## config.mk

```make
export PLATFORM = sky130hd
export DESIGN_NAME = day_of_year_to_month_day
export DESIGN_NICKNAME = d
export VERILOG_FILES = /design/src/rtl/core/dym_pkg.sv /design/src/rtl/core/day_of_year_to_month_day.sv /design/src/rtl/core/dym_front.sv /design/src/rtl/core/dym_fifo.sv /design/src/rtl/core/dym_back.sv
export SDC_FILE = /design/constraint.sdc
export NUM_CORES = 1
export LEC_CHECK = 0
export BUFFER_PORTS_ARGS = -buffer_cell sky130_fd_sc_hd__buf_2
export CELL_PAD_IN_SITES_DETAIL_PLACEMENT = 0
export CELL_PAD_IN_SITES_GLOBAL_PLACEMENT = 2
export CORE_MARGIN = 8
export CORE_UTILIZATION = 45
export CTS_CLUSTER_DIAMETER = 50
export DETAILED_ROUTE_END_ITERATION = 12
export HOLD_SLACK_MARGIN = 0.05
export PLACE_DENSITY = 0.84
export SYNTH_ARGS = -nofsm -noshare
export SYNTH_HDL_FRONTEND = slang
export SYNTH_HIERARCHICAL = 1
export SYNTH_SLANG_ARGS = --single-unit
```

## constraint.sdc

```tcl
create_clock -name clk_i -period 10.2 [get_ports clk_i]
set_input_delay 2.04 -clock clk_i [delete_from_list [all_inputs] [get_ports clk_i]]
set_output_delay 2.04 -clock clk_i [all_outputs]
set_load 0.01 [all_outputs]
```

## src/rtl/core/dym_pkg.sv

```systemverilog
// Shared types, constants and calendar helpers for the day-of-year to
// month/day converter. No dependencies.
package dym_pkg;

  localparam int unsigned YEAR_BITS  = 14;
  localparam int unsigned MONTH_BITS = 4;
  localparam int unsigned DAY_BITS   = 5;
  localparam int unsigned R400_BITS  = 9;
  localparam int unsigned LEN_BITS   = 11;

  localparam logic [R400_BITS-1:0] CYCLE_YEARS = 9'd400;
  localparam logic [LEN_BITS-1:0]  YEAR_DAYS   = 11'd365;
  localparam logic [LEN_BITS-1:0]  BLOCK_DAYS  = 11'd1460;

  localparam int unsigned          RED_STEPS = 6;
  localparam int unsigned          STEP_BITS = 3;
  localparam logic [STEP_BITS-1:0] STEP_LAST = 3'(RED_STEPS - 1);

  typedef struct packed {
    logic [YEAR_BITS-1:0] year;
    logic [R400_BITS-1:0] r400;
  } year_info_t;

  typedef enum logic [1:0] {
    FR_IDLE,
    FR_REDUCE,
    FR_PUSH
  } front_state_e;

  typedef enum logic [1:0] {
    BK_IDLE,
    BK_YEAR,
    BK_MONTH,
    BK_DONE
  } back_state_e;

  // year mod 400 is 0 or not a multiple of 100, and a multiple of 4
  function automatic logic is_leap(input logic [R400_BITS-1:0] r);
    logic century;
    century = (r == 9'd100) || (r == 9'd200) || (r == 9'd300);
    return (r == 9'd0) || (!century && (r[1:0] == 2'b00));
  endfunction

  function automatic logic [DAY_BITS-1:0] month_len(input logic [MONTH_BITS-1:0] mon,
                                                    input logic                  leap);
    logic [DAY_BITS-1:0] len;
    unique case (mon)
      4'd0:    len = 5'd31;
      4'd1:    len = leap ? 5'd29 : 5'd28;
      4'd2:    len = 5'd31;
      4'd3:    len = 5'd30;
      4'd4:    len = 5'd31;
      4'd5:    len = 5'd30;
      4'd6:    len = 5'd31;
      4'd7:    len = 5'd31;
      4'd8:    len = 5'd30;
      4'd9:    len = 5'd31;
      4'd10:   len = 5'd30;
      4'd11:   len = 5'd31;
      default: len = 5'd31;
    endcase
    return len;
  endfunction

  // 400 << step, subtrahend for the mod-400 reduction
  function automatic logic [YEAR_BITS-1:0] r400_sub(input logic [STEP_BITS-1:0] step);
    return YEAR_BITS'(CYCLE_YEARS) << step;
  endfunction

endpackage

```

## src/rtl/core/day_of_year_to_month_day.sv

```systemverilog
// Top level of the day-of-year to month/day converter.
// Depends on dym_pkg, dym_front, dym_fifo and dym_back.
//
// Input channel: day_count_i (1 = January 1) and start_year_i, qualified by
// in_valid_i; a word is taken on a clock edge with in_valid_i high and
// in_stall_o low. Output channel: result_year_o, month_number_o and
// day_of_month_o under out_valid_o, taken when out_stall_i is low.
// The front end takes a word, reduces the year mod 400 step by step and
// then hands it to a two-entry queue; it takes no new word until that push
// is done. The walker loads a word from the queue, skips four-year blocks
// and then single years, leaves that stage, then steps through the months
// and settles; out_valid_o rises once the month steps are done.
// The walker runs one conversion at a time and starts a new one only after
// its result is taken; the front end and queue keep taking words while a
// result waits, until the queue is full.
// A result stays on the outputs, unchanged, as long as out_stall_i is high.
// Reset (rst_ni low) empties the queue and returns both sides to idle; no
// item in flight survives it.
module day_of_year_to_month_day #(
  parameter int unsigned COUNT_BITS = 16
) (
  input  logic                           clk_i,
  input  logic                           rst_ni,
  input  logic                           in_valid_i,
  output logic                           in_stall_o,
  input  logic [COUNT_BITS-1:0]          day_count_i,
  input  logic [dym_pkg::YEAR_BITS-1:0]  start_year_i,
  output logic                           out_valid_o,
  input  logic                           out_stall_i,
  output logic [dym_pkg::YEAR_BITS-1:0]  result_year_o,
  output logic [dym_pkg::MONTH_BITS-1:0] month_number_o,
  output logic [dym_pkg::DAY_BITS-1:0]   day_of_month_o
);
  import dym_pkg::*;

  localparam int unsigned Q_WIDTH = COUNT_BITS + $bits(year_info_t);

  logic                  push_valid, push_full, q_empty, q_rd;
  logic [COUNT_BITS-1:0] push_count, q_count;
  year_info_t            push_info, q_info;
  logic [Q_WIDTH-1:0]    q_rd_data;

  dym_front #(
    .COUNT_BITS(COUNT_BITS)
  ) u_front (
    .clk_i       (clk_i),
    .rst_ni      (rst_ni),
    .in_valid_i  (in_valid_i),
    .in_stall_o  (in_stall_o),
    .day_count_i (day_count_i),
    .start_year_i(start_year_i),
    .push_valid_o(push_valid),
    .push_full_i (push_full),
    .push_count_o(push_count),
    .push_info_o (push_info)
  );

  dym_fifo #(
    .WIDTH(Q_WIDTH)
  ) u_fifo (
    .clk_i     (clk_i),
    .rst_ni    (rst_ni),
    .wr_valid_i(push_valid),
    .full_o    (push_full),
    .wr_data_i ({push_count, push_info}),
    .rd_i      (q_rd),
    .empty_o   (q_empty),
    .rd_data_o (q_rd_data)
  );

  assign q_count = q_rd_data[Q_WIDTH-1 -: COUNT_BITS];
  assign q_info  = year_info_t'(q_rd_data[$bits(year_info_t)-1:0]);

  dym_back #(
    .COUNT_BITS(COUNT_BITS)
  ) u_back (
    .clk_i         (clk_i),
    .rst_ni        (rst_ni),
    .q_empty_i     (q_empty),
    .q_rd_o        (q_rd),
    .q_count_i     (q_count),
    .q_info_i      (q_info),
    .out_valid_o   (out_valid_o),
    .out_stall_i   (out_stall_i),
    .result_year_o (result_year_o),
    .month_number_o(month_number_o),
    .day_of_month_o(day_of_month_o)
  );

endmodule

```

## src/rtl/core/dym_front.sv

```systemverilog
// Front end: accepts a word and reduces the start year mod 400.
// Depends on dym_pkg.
module dym_front #(
  parameter int unsigned COUNT_BITS = 16
) (
  input  logic                          clk_i,
  input  logic                          rst_ni,
  input  logic                          in_valid_i,
  output logic                          in_stall_o,
  input  logic [COUNT_BITS-1:0]         day_count_i,
  input  logic [dym_pkg::YEAR_BITS-1:0] start_year_i,
  output logic                          push_valid_o,
  input  logic                          push_full_i,
  output logic [COUNT_BITS-1:0]         push_count_o,
  output dym_pkg::year_info_t           push_info_o
);
  import dym_pkg::*;

  front_state_e         state_q, state_d;
  logic [COUNT_BITS-1:0] cnt_q;
  logic [YEAR_BITS-1:0] year_q;
  logic [YEAR_BITS-1:0] rem_q;
  logic [STEP_BITS-1:0] step_q;
  logic [YEAR_BITS-1:0] sub;

  assign sub = r400_sub(step_q);

  always_comb begin
    state_d = state_q;
    unique case (state_q)
      FR_IDLE:   if (in_valid_i) state_d = FR_REDUCE;
      FR_REDUCE: if (step_q == '0) state_d = FR_PUSH;
      FR_PUSH:   if (!push_full_i) state_d = FR_IDLE;
      default:   state_d = FR_IDLE;
    endcase
  end

  always_comb begin
    in_stall_o   = (state_q != FR_IDLE);
    push_valid_o = (state_q == FR_PUSH);
  end

  always_ff @(posedge clk_i or negedge rst_ni) begin
    if (!rst_ni) begin
      state_q <= FR_IDLE;
    end else begin
      state_q <= state_d;
    end
  end

  always_ff @(posedge clk_i) begin
    if (state_q == FR_IDLE && in_valid_i) begin
      cnt_q  <= day_count_i;
      year_q <= start_year_i;
      rem_q  <= start_year_i;
      step_q <= STEP_LAST;
    end else if (state_q == FR_REDUCE) begin
      if (rem_q >= sub) rem_q <= rem_q - sub;
      step_q <= step_q - 1'b1;
    end
  end

  assign push_count_o     = cnt_q;
  assign push_info_o.year = year_q;
  assign push_info_o.r400 = rem_q[R400_BITS-1:0];

endmodule

```

## src/rtl/core/dym_fifo.sv

```systemverilog
// Two-entry queue between the front end and the calendar walker.
// Depends on dym_pkg only for house style.
module dym_fifo #(
  parameter int unsigned WIDTH = 39
) (
  input  logic             clk_i,
  input  logic             rst_ni,
  input  logic             wr_valid_i,
  output logic             full_o,
  input  logic [WIDTH-1:0] wr_data_i,
  input  logic             rd_i,
  output logic             empty_o,
  output logic [WIDTH-1:0] rd_data_o
);
  import dym_pkg::*;

  localparam int unsigned DEPTH    = 2;
  localparam int unsigned PTR_BITS = $clog2(DEPTH);
  localparam int unsigned CNT_BITS = $clog2(DEPTH + 1);

  logic [WIDTH-1:0]    mem_q [DEPTH];
  logic [PTR_BITS-1:0] wr_ptr_q, rd_ptr_q;
  logic [CNT_BITS-1:0] fill_q;
  logic                do_wr, do_rd;

  assign full_o    = (fill_q == CNT_BITS'(DEPTH));
  assign empty_o   = (fill_q == '0);
  assign do_wr     = wr_valid_i && !full_o;
  assign do_rd     = rd_i && !empty_o;
  assign rd_data_o = mem_q[rd_ptr_q];

  always_ff @(posedge clk_i or negedge rst_ni) begin
    if (!rst_ni) begin
      wr_ptr_q <= '0;
      rd_ptr_q <= '0;
      fill_q   <= '0;
    end else begin
      if (do_wr) wr_ptr_q <= wr_ptr_q + 1'b1;
      if (do_rd) rd_ptr_q <= rd_ptr_q + 1'b1;
      if (do_wr && !do_rd) begin
        fill_q <= fill_q + 1'b1;
      end else if (do_rd && !do_wr) begin
        fill_q <= fill_q - 1'b1;
      end
    end
  end

  always_ff @(posedge clk_i) begin
    if (do_wr) mem_q[wr_ptr_q] <= wr_data_i;
  end

endmodule

```

## src/rtl/core/dym_back.sv

```systemverilog
// Calendar walker: skips four-year blocks, single years, then months,
// and holds the result until taken. Depends on dym_pkg.
module dym_back #(
  parameter int unsigned COUNT_BITS = 16
) (
  input  logic                           clk_i,
  input  logic                           rst_ni,
  input  logic                           q_empty_i,
  output logic                           q_rd_o,
  input  logic [COUNT_BITS-1:0]          q_count_i,
  input  dym_pkg::year_info_t            q_info_i,
  output logic                           out_valid_o,
  input  logic                           out_stall_i,
  output logic [dym_pkg::YEAR_BITS-1:0]  result_year_o,
  output logic [dym_pkg::MONTH_BITS-1:0] month_number_o,
  output logic [dym_pkg::DAY_BITS-1:0]   day_of_month_o
);
  import dym_pkg::*;

  localparam int unsigned CMP_BITS = (COUNT_BITS > LEN_BITS) ? COUNT_BITS : LEN_BITS;

  back_state_e           state_q, state_d;
  logic [COUNT_BITS-1:0] count_q;
  logic [YEAR_BITS-1:0]  year_q;
  logic [R400_BITS-1:0]  r400_q;
  logic [MONTH_BITS-1:0] mon_q;

  logic [1:0]            off;
  logic [YEAR_BITS:0]    z_sum, sum4, sum1;
  logic [R400_BITS-1:0]  z_raw, z_r400, r4_raw, r4_next, r1_raw, r1_next;
  logic                  leap_cur;
  logic [LEN_BITS-1:0]   blk_len, yr_len;
  logic [CMP_BITS-1:0]   count_ext, blk_ext, yr_ext, blk_rem, yr_rem;
  logic                  take4, take1;
  logic [DAY_BITS-1:0]   mlen;
  logic                  take_mon;

  // leap candidate inside [year, year+3]; 16384 is a multiple of 4
  assign off    = 2'(-r400_q[1:0]);
  assign z_sum  = {1'b0, year_q} + (YEAR_BITS+1)'(off);
  assign z_raw  = r400_q + R400_BITS'(off);
  assign z_r400 = z_sum[YEAR_BITS] ? '0 :
                  (z_raw >= CYCLE_YEARS) ? z_raw - CYCLE_YEARS : z_raw;

  assign leap_cur = is_leap(r400_q);
  assign blk_len  = BLOCK_DAYS + LEN_BITS'(is_leap(z_r400));
  assign yr_len   = YEAR_DAYS + LEN_BITS'(leap_cur);

  assign count_ext = CMP_BITS'(count_q);
  assign blk_ext   = CMP_BITS'(blk_len);
  assign yr_ext    = CMP_BITS'(yr_len);
  assign blk_rem   = count_ext - blk_ext;
  assign yr_rem    = count_ext - yr_ext;
  assign take4     = count_ext > blk_ext;
  assign take1     = count_ext > yr_ext;

  assign sum4    = {1'b0, year_q} + (YEAR_BITS+1)'(4);
  assign sum1    = {1'b0, year_q} + (YEAR_BITS+1)'(1);
  assign r4_raw  = r400_q + R400_BITS'(4);
  assign r1_raw  = r400_q + R400_BITS'(1);
  assign r4_next = sum4[YEAR_BITS] ? sum4[R400_BITS-1:0] :
                   (r4_raw >= CYCLE_YEARS) ? r4_raw - CYCLE_YEARS : r4_raw;
  assign r1_next = sum1[YEAR_BITS] ? sum1[R400_BITS-1:0] :
                   (r1_raw >= CYCLE_YEARS) ? r1_raw - CYCLE_YEARS : r1_raw;

  assign mlen     = month_len(mon_q, leap_cur);
  assign take_mon = count_q > COUNT_BITS'(mlen);

  always_comb begin
    state_d = state_q;
    unique case (state_q)
      BK_IDLE:  if (!q_empty_i) state_d = BK_YEAR;
      BK_YEAR:  if (!take4 && !take1) state_d = BK_MONTH;
      BK_MONTH: if (!take_mon) state_d = BK_DONE;
      BK_DONE:  if (!out_stall_i) state_d = BK_IDLE;
      default:  state_d = BK_IDLE;
    endcase
  end

  always_comb begin
    q_rd_o      = (state_q == BK_IDLE) && !q_empty_i;
    out_valid_o = (state_q == BK_DONE);
  end

  always_ff @(posedge clk_i or negedge rst_ni) begin
    if (!rst_ni) begin
      state_q <= BK_IDLE;
    end else begin
      state_q <= state_d;
    end
  end

  always_ff @(posedge clk_i) begin
    unique case (state_q)
      BK_IDLE: begin
        if (!q_empty_i) begin
          count_q <= q_count_i;
          year_q  <= q_info_i.year;
          r400_q  <= q_info_i.r400;
          mon_q   <= '0;
        end
      end
      BK_YEAR: begin
        priority if (take4) begin
          count_q <= blk_rem[COUNT_BITS-1:0];
          year_q  <= sum4[YEAR_BITS-1:0];
          r400_q  <= r4_next;
        end else if (take1) begin
          count_q <= yr_rem[COUNT_BITS-1:0];
          year_q  <= sum1[YEAR_BITS-1:0];
          r400_q  <= r1_next;
        end else begin
          count_q <= count_q;
        end
      end
      BK_MONTH: begin
        if (take_mon) begin
          count_q <= count_q - COUNT_BITS'(mlen);
          mon_q   <= mon_q + 1'b1;
        end
      end
      BK_DONE: begin
        count_q <= count_q;
      end
      default: begin
        count_q <= count_q;
      end
    endcase
  end

  assign result_year_o  = year_q;
  assign month_number_o = mon_q + 1'b1;
  assign day_of_month_o = count_q[DAY_BITS-1:0];

endmodule

```

==> impl_metrics.ini, run 1 <==
[status]
outcome = complete, no violations

[route]
routed_wl_um = 22500
met2WireLength_um = 10200
dr.pass1.iters = 4
drt_iter0_drc = 476
met3WireLength_um = 806
drt-met1-wl_um = 11300
wl_per_cell_um = 18.5
num_vias = 6787
drc = 0
top_layer = met4
ant_nets = 0
route.detailed.vias_per_inst = 5.57

[yosys]
muxShareOfSynthArea_pct = 6.11
synth_nets = 980
synth_compound_area_share_pct = 12.8
synth_top_family_by_area = compound AO/OA/AOI/OAI gates
synth_edf_count = 165
synthCells = 899
async_flop_share_pct = 4.55
synthAdderAreaFrac_pct = 6.00
synth_flop_cell = edfxtp_1
synth_cell_types = 75
ys_ff_latch = 176
avgSynthCellArea_um2 = 11.2
ys_warn_count = 6
synthSimpleGateAreaFrac_pct = 12.7
seq_area_frac_synth_pct = 51.9
syn_area_um2 = 10100
synthXorXnorAreaFrac_pct = 5.83

[power]
leakage_nw = 4.05
clkPwrFrac_pct = 15.9
power_density_nw_per_um2 = 368
internal_power_mw = 2.28
power_frac_seq_pct = 33.9
ir_worst_vdd_mv = 0.172
p_sw_share_pct = 43.9
pwr-share-comb_pct = 50.2
p_switching_mw = 1.78

[die]
dieWidth_um = 165
initial_core_util_pct = 45.9
io-pin-count = 59
dieArea_um2 = 27400
die_y_um = 165
core_area_um2 = 21900
rows = 54

[sta]
setup_viol = 0
fin_crit_ns = 5.46
finClkSkew_ns = 0.0106
hold_violations = 0
whs_ns = 0.445
fmax_ghz = 0.183
rsz0062_at_grt = no
tightest_slew_ns = 0.968
period_share_pct = 53.6
slew_headroom_pct = 35.4
fin_tns_setup_ns = 0
final_max_slew_viol_count = 0

[clock_network]
postCtsHoldBufs = 0
cts_resized = 0
cts_setup_buffers = 0
root_buffer = clkbuf_16
cts_tree = done
worstSkewPairLatency_ns = 0.43
tritoncts.num_buffers = 17
cts_buffer_depth = 2
cts.sinks = 176
path_clk_slew_ns = 0.07
htree_levels = 4

[placed_design]
dpl.cell_count = 1186
numPortBuffers = 58
place_area_um2 = 10500
dp.final_hpwl_um = 16100
gp_congestion = 0.850

[setup_path]
path_buf_inv = 2
worstPathCellList = inv_1 > ha_1 > xor2_1 > nand3_1 > a222oi_1 > xnor2_1 > a32oi_1 > o32ai_1 > o211ai_1 > ha_1 > ha_1 > nand2b_1 > a21oi_1 > a21bo_2 > and2_4 > nor2_1 > a221o_1 > inv_1
crit_fanout = 32
critPathCaptureType = register
required_ns = 10.26
critPathLaunchType = register
crit_top_cell = ha_1
crit_arrival_ns = 5.52
critPathMaxStageDelay_ns = 0.56
worstSetupPathType = register to register
critPathTopFamily = compound AO/OA/AOI/OAI gates
slowest_stage = inv_1

[grt]
grt_max_degree = 55
antenna_found_initial = 0
overflow = 0
grt_pass1_vias = 6775
grt_pass1_wl_um = 35900
grt_usage_pct = 16.8

[layout]
final_nets = 1006
antennaDiodeCount = 0
syn2layout_area_growth_pct = 9.79
postLayoutCellArea_um2 = 11000
final_cells = 1218
drive_gt1_share_pct = 17.1

[run]
maxCapViolCount = 0

[hold_path]
min_path_type = register to register
[cell usage after synthesis, types with 18 or more instances]
cell type | instances | area share (%)
a21oi_1 | 52 | 2.6
buf_4 | 18 | 1.3
clkbuf_1 | 23 | 0.86
edfxtp_1 | 165 | 49
ha_1 | 45 | 5.6
inv_1 | 40 | 1.5
mux2_2 | 43 | 4.8
nand2_1 | 70 | 2.6
nand3_1 | 24 | 1.2
nor2_1 | 77 | 2.9
o21ai_0 | 32 | 1.6
xnor2_1 | 48 | 4.2
xor2_1 | 19 | 1.7
[per-layer routing]
layer | track usage [%] | up-vias
met5 | 0 | -
met4 | 4.79 | 0
met3 | 2.35 | 17
met2 | 26.2 | 149
met1 | 24.0 | 3264
li1 | - | 3357
[metrics by stage]
stage | setup WS (ns) | util [%] | total power, mW
detailed placement | 4.77 | 47.7 | 3.42
CTS | 4.74 | 50.4 | 4.09
global placement | 4.87 | 47.7 | 3.42
global route | 4.28 | 50.4 | 4.38
floorplan | 4.81 | - | 2.91
finish | 4.74 | 50.4 | 4.06
[worst register-to-register path, stage by stage, from the launching register on]
cell and delay, ns:
edfxtp_1 0.55, inv_1 0.18, ha_1 0.37, xor2_1 0.37
nand3_1 0.12, a222oi_1 0.45, xnor2_1 0.18, a32oi_1 0.11
o32ai_1 0.16, o211ai_1 0.12, ha_1 0.23, ha_1 0.21
nand2b_1 0.17, a21oi_1 0.21, a21bo_2 0.20, and2_4 0.40
nor2_1 0.15, a221o_1 0.35, inv_1 0.56
[power groups by stage]
stage / logic [mW] / clock network (mW) / registers (mW)
global route: 2.28 / 0.686 / 1.41
detailed placement: 2.03 / 0 / 1.39
finish: 2.04 / 0.646 / 1.38
floorplan: 1.67 / 0 / 1.24
CTS: 2.05 / 0.664 / 1.38
global placement: 2.04 / 0 / 1.39
[flip-flops by register name (all words and copies together), names as in the netlist, 4 cells and up]
signal and count:
u_fifo/mem_q 78, u_back/count_ext 16, u_front/push_count_o 16, u_back/result_year_o 14, u_front/rem_q 14, u_front/year_q 14
u_back/r400_q 9, u_back/mon_q 4
[cell usage in the layout (no fill, tap or decap), drive strengths merged, types with 14 or more instances in the layout]
| cell | count |
|---|---|
| a21oi | 54 |
| buf | 66 |
| clkbuf | 18 |
| edfxtp | 165 |
| ha | 45 |
| inv | 48 |
| mux2 | 43 |
| nand2 | 71 |
| nand3 | 24 |
| nor2 | 77 |
| nor3 | 14 |
| o21ai | 37 |
| xnor2 | 48 |
| xor2 | 19 |
[worst paths after layout]
| path | startpoint | to | slack (ns) | cells past startpoint |
|---|---|---|---|---|
| setup / recovery | u_back/r400_q[0] | u_back/r400_q[3] | 4.74 | 18 |
| hold / removal | u_front/year_q[4] | u_fifo/mem_q[1][13] | 0.45 | 0 |
| setup reg to reg | u_back/r400_q[0] | u_back/r400_q[3] | 4.74 | 18 |
| hold reg to reg | u_front/year_q[4] | u_fifo/mem_q[1][13] | 0.45 | 0 |
| max in group asynchronous | rst_ni | u_front/state_q[1] | 8.55 | 1 |
| min in group asynchronous | rst_ni | u_back/state_q[0] | 1.45 | 1 |
[kinds of logic (layout without fill, tap and decap cells)]
| family | Yosys count | in the layout |
|---|---|---|
| buffers and inverters | 99 | 138 |
| XOR/XNOR | 67 | 67 |
| AND/OR/NAND/NOR | 263 | 263 |
| multiplexers | 56 | 56 |
| flip-flops | 176 | 176 |
| AO/OA/AOI/OAI | 191 | 191 |
| adder cells (fa/ha/maj) | 47 | 47 |
[cell type report]
cell class / instances / area [um2]
Timing Repair Buffer: 66 / 350
Tap cell: 280 / 350
Clock buffer: 18 / 429
Fill cell: 1980 / 10800
Inverter: 40 / 150
Multi-Input combinational cell: 624 / 4390
Sequential cell: 176 / 5220
Clock inverter: 14 / 161
Note: power is estimated with default switching activity, not from simulation.
==> run 2, diff against run 1 <==
--- a/config.mk
+++ b/config.mk
@@ -9,11 +9,11 @@
 export CELL_PAD_IN_SITES_DETAIL_PLACEMENT = 0
 export CELL_PAD_IN_SITES_GLOBAL_PLACEMENT = 2
 export CORE_MARGIN = 8
-export CORE_UTILIZATION = 45
+export CORE_UTILIZATION = 38
 export CTS_CLUSTER_DIAMETER = 50
 export DETAILED_ROUTE_END_ITERATION = 12
 export HOLD_SLACK_MARGIN = 0.05
-export PLACE_DENSITY = 0.84
+export PLACE_DENSITY = 0.75
 export SYNTH_ARGS = -nofsm -noshare
 export SYNTH_HDL_FRONTEND = slang
 export SYNTH_HIERARCHICAL = 1
==> constraint.sdc (replaced) <==
create_clock -name clk_i -period 4.84 [get_ports clk_i]
set_input_delay 0.968 -clock clk_i [delete_from_list [all_inputs] [get_ports clk_i]]
set_output_delay 0.968 -clock clk_i [all_outputs]
set_load 0.01 [all_outputs]
==> run 2 against run 1 <==
Final area increased by 2.3%. Clock-buffer cell count shrank 1. Final cell count rose by 6.2%. Via count up 1.5%. Critical endpoint is now u_back/result_year_o[3]. Utilization decreased by 7.1 points. Combinational power up 120%.
==> impl_metrics.ini, run 2 (synthesized netlist as in run 1, its figures left out) <==
[setup_path]
worstPathCellList = inv_1 > ha_1 > xor2_2 > a21oi_1 > o211ai_1 > mux2_2 > and3_1 > or3_1 > o211ai_1 > ha_1 > ha_1 > nand2b_1 > a21oi_1 > a21bo_2 > and2_4 > nor2_1 > a221o_1 > inv_1 > buf_12
required_ns = 5.02
critPathLaunchType = register
critPathMaxStageDelay_ns = 0.36
worstSetupPathType = register to register
crit_arrival_ns = 4.76
crit_top_cell = ha_1
crit_fanout = 19
critPathCaptureType = register
slowest_stage = edfxtp_1

[clock_network]
path_clk_slew_ns = 0.07
cts.sinks = 176
worstSkewPairLatency_ns = 0.43
root_buffer = clkbuf_16
postCtsHoldBufs = 0
tritoncts.num_buffers = 17
htree_levels = 4
cts_tree = done
cts_buffer_depth = 2

[grt]
grt_pass1_vias = 6817
grt_pass1_wl_um = 37500
overflow = 0
grt_usage_pct = 15.0
antenna_found_initial = 0
grt_max_degree = 40

[sta]
tightest_slew_ns = 0.959
whs_ns = 0.383
period_share_pct = 94.7
slew_headroom_pct = 36.1
setup_viol = 0
fmax_ghz = 0.218
fin_crit_ns = 4.58
final_max_slew_viol_count = 0
hold_violations = 0
finClkSkew_ns = 0.0123

[layout]
syn2layout_area_growth_pct = 12.3
top_register = u_fifo/mem_q
layout_commonest_cell = edfxtp_1
post-route-util_pct = 43.3
final_cells = 1293
nFillCells = 2482
final_cell_mix = edfxtp_1 (165), nor2_1 (76), nand2_1 (70), buf_2 (58), a21oi_1 (52)
antennaDiodeCount = 0
final_nets = 1026
drive_gt1_share_pct = 19.0
largest_register_ffs = 78

[placed_design]
numPortBuffers = 58
dp.final_hpwl_um = 17100
gp_congestion = 0.812
dpl.cell_count = 1259

[die]
initial_core_util_pct = 38.6
dieArea_um2 = 31900
dieWidth_um = 179
rows = 59
die_y_um = 179
core_area_um2 = 26100
io-pin-count = 59

[hold_path]
min_path_type = input pin to async pin

[status]
outcome = complete, no violations

[route]
ant_nets = 0
drt_iter0_drc = 569
wl_per_cell_um = 18.1
dr.pass1.iters = 5
drc = 0
route.detailed.vias_per_inst = 5.33
routed_wl_um = 23500
num_vias = 6890

[power]
power_density_nw_per_um2 = 774
leakage_nw = 4.15
ir_worst_vdd_mv = 0.429

[run]
maxCapViolCount = 0
==> run 2: cell count changes in the layout (fill, tap and decap cells not counted), sizes merged <==
cell and change:
clkbuf -1, inv -3, buf +20, clkinvlp +1
clkinv +3
==> run 2: layout make-up <==
class	count	area, um2	share of cell area (%)
inverter	40	150	1.33
clock inverter	15	173	1.53
timing repair buffer	86	513	4.54
sequential	176	5220	46.2
tap	335	419	3.71
clock buffer	17	425	3.77
multi-input combinational	624	4400	39.0
==> run 2: worst max-delay path: cells and delay by family (launching register included) <==
kind	cells	cell delay, ns
buf+inv	3	0.31
xor+xnor	1	0.25
flops	1	0.36
fa+ha+maj	3	0.78
mux	1	0.36
compound gates	6	1.11
simple gates	5	1.16
==> run 2: power breakdown <==
group / switching, mW / total (mW) / internal [mW] / leakage [nW]
clock: 0.672 / 1.36 / 0.693 / 0.283
sequential: 0.511 / 2.84 / 2.33 / 1.66
combinational: 2.63 / 4.54 / 1.90 / 2.21
total: 3.82 / 8.74 / 4.93 / 4.15
==> run 2: per-layer routing <==
metal	GRT usage (%)	part of all wire [%]	vias up
met3	2.51	4.4	21
met1	21.5	50	3311
met5	0	0	-
li1	-	-	3397
met2	23.1	44	161
met4	4.20	1.3	0
==> run 2: per-stage QoR <==
| step | cell area, um2 | worst slack, ns | setup TNS (ns) | total power, mW |
|---|---|---|---|---|
| after floorplan | 10100 | 0.0408 | 0 | 6.14 |
| after global placement | 10700 | 0.336 | 0 | 7.39 |
| after detailed placement | 10700 | 0.207 | 0 | 7.37 |
| after CTS | 11300 | 0.152 | 0 | 8.78 |
| after global routing | 11300 | -0.0163 | -0.204 | 9.43 |
| final | 11300 | 0.258 | 0 | 8.74 |
==> run 2: path summary, 6_finish.rpt <==
check	slack, ns	from	endpoint	depth (start not counted)
max	0.26	u_back/r400_q[0]	u_back/result_year_o[3]	19
min	0.38	rst_ni	u_front/state_q[1]	1
max reg2reg	0.26	u_back/r400_q[0]	u_back/result_year_o[3]	19
min reg2reg	0.45	u_front/push_count_o[2]	u_fifo/mem_q[0][25]	0
max in group asynchronous	4.28	rst_ni	u_fifo/wr_ptr_q	1
min in group clk_i	0.45	u_front/push_count_o[2]	u_fifo/mem_q[0][25]	0
==> run 2: timing repair <==
| action | in CTS | in global routing |
|---|---|---|
| buffers inserted | 0 | 2 |
| resized for setup | 0 | 2 |
| endpoints found under the setup margin | 0 | 50 |
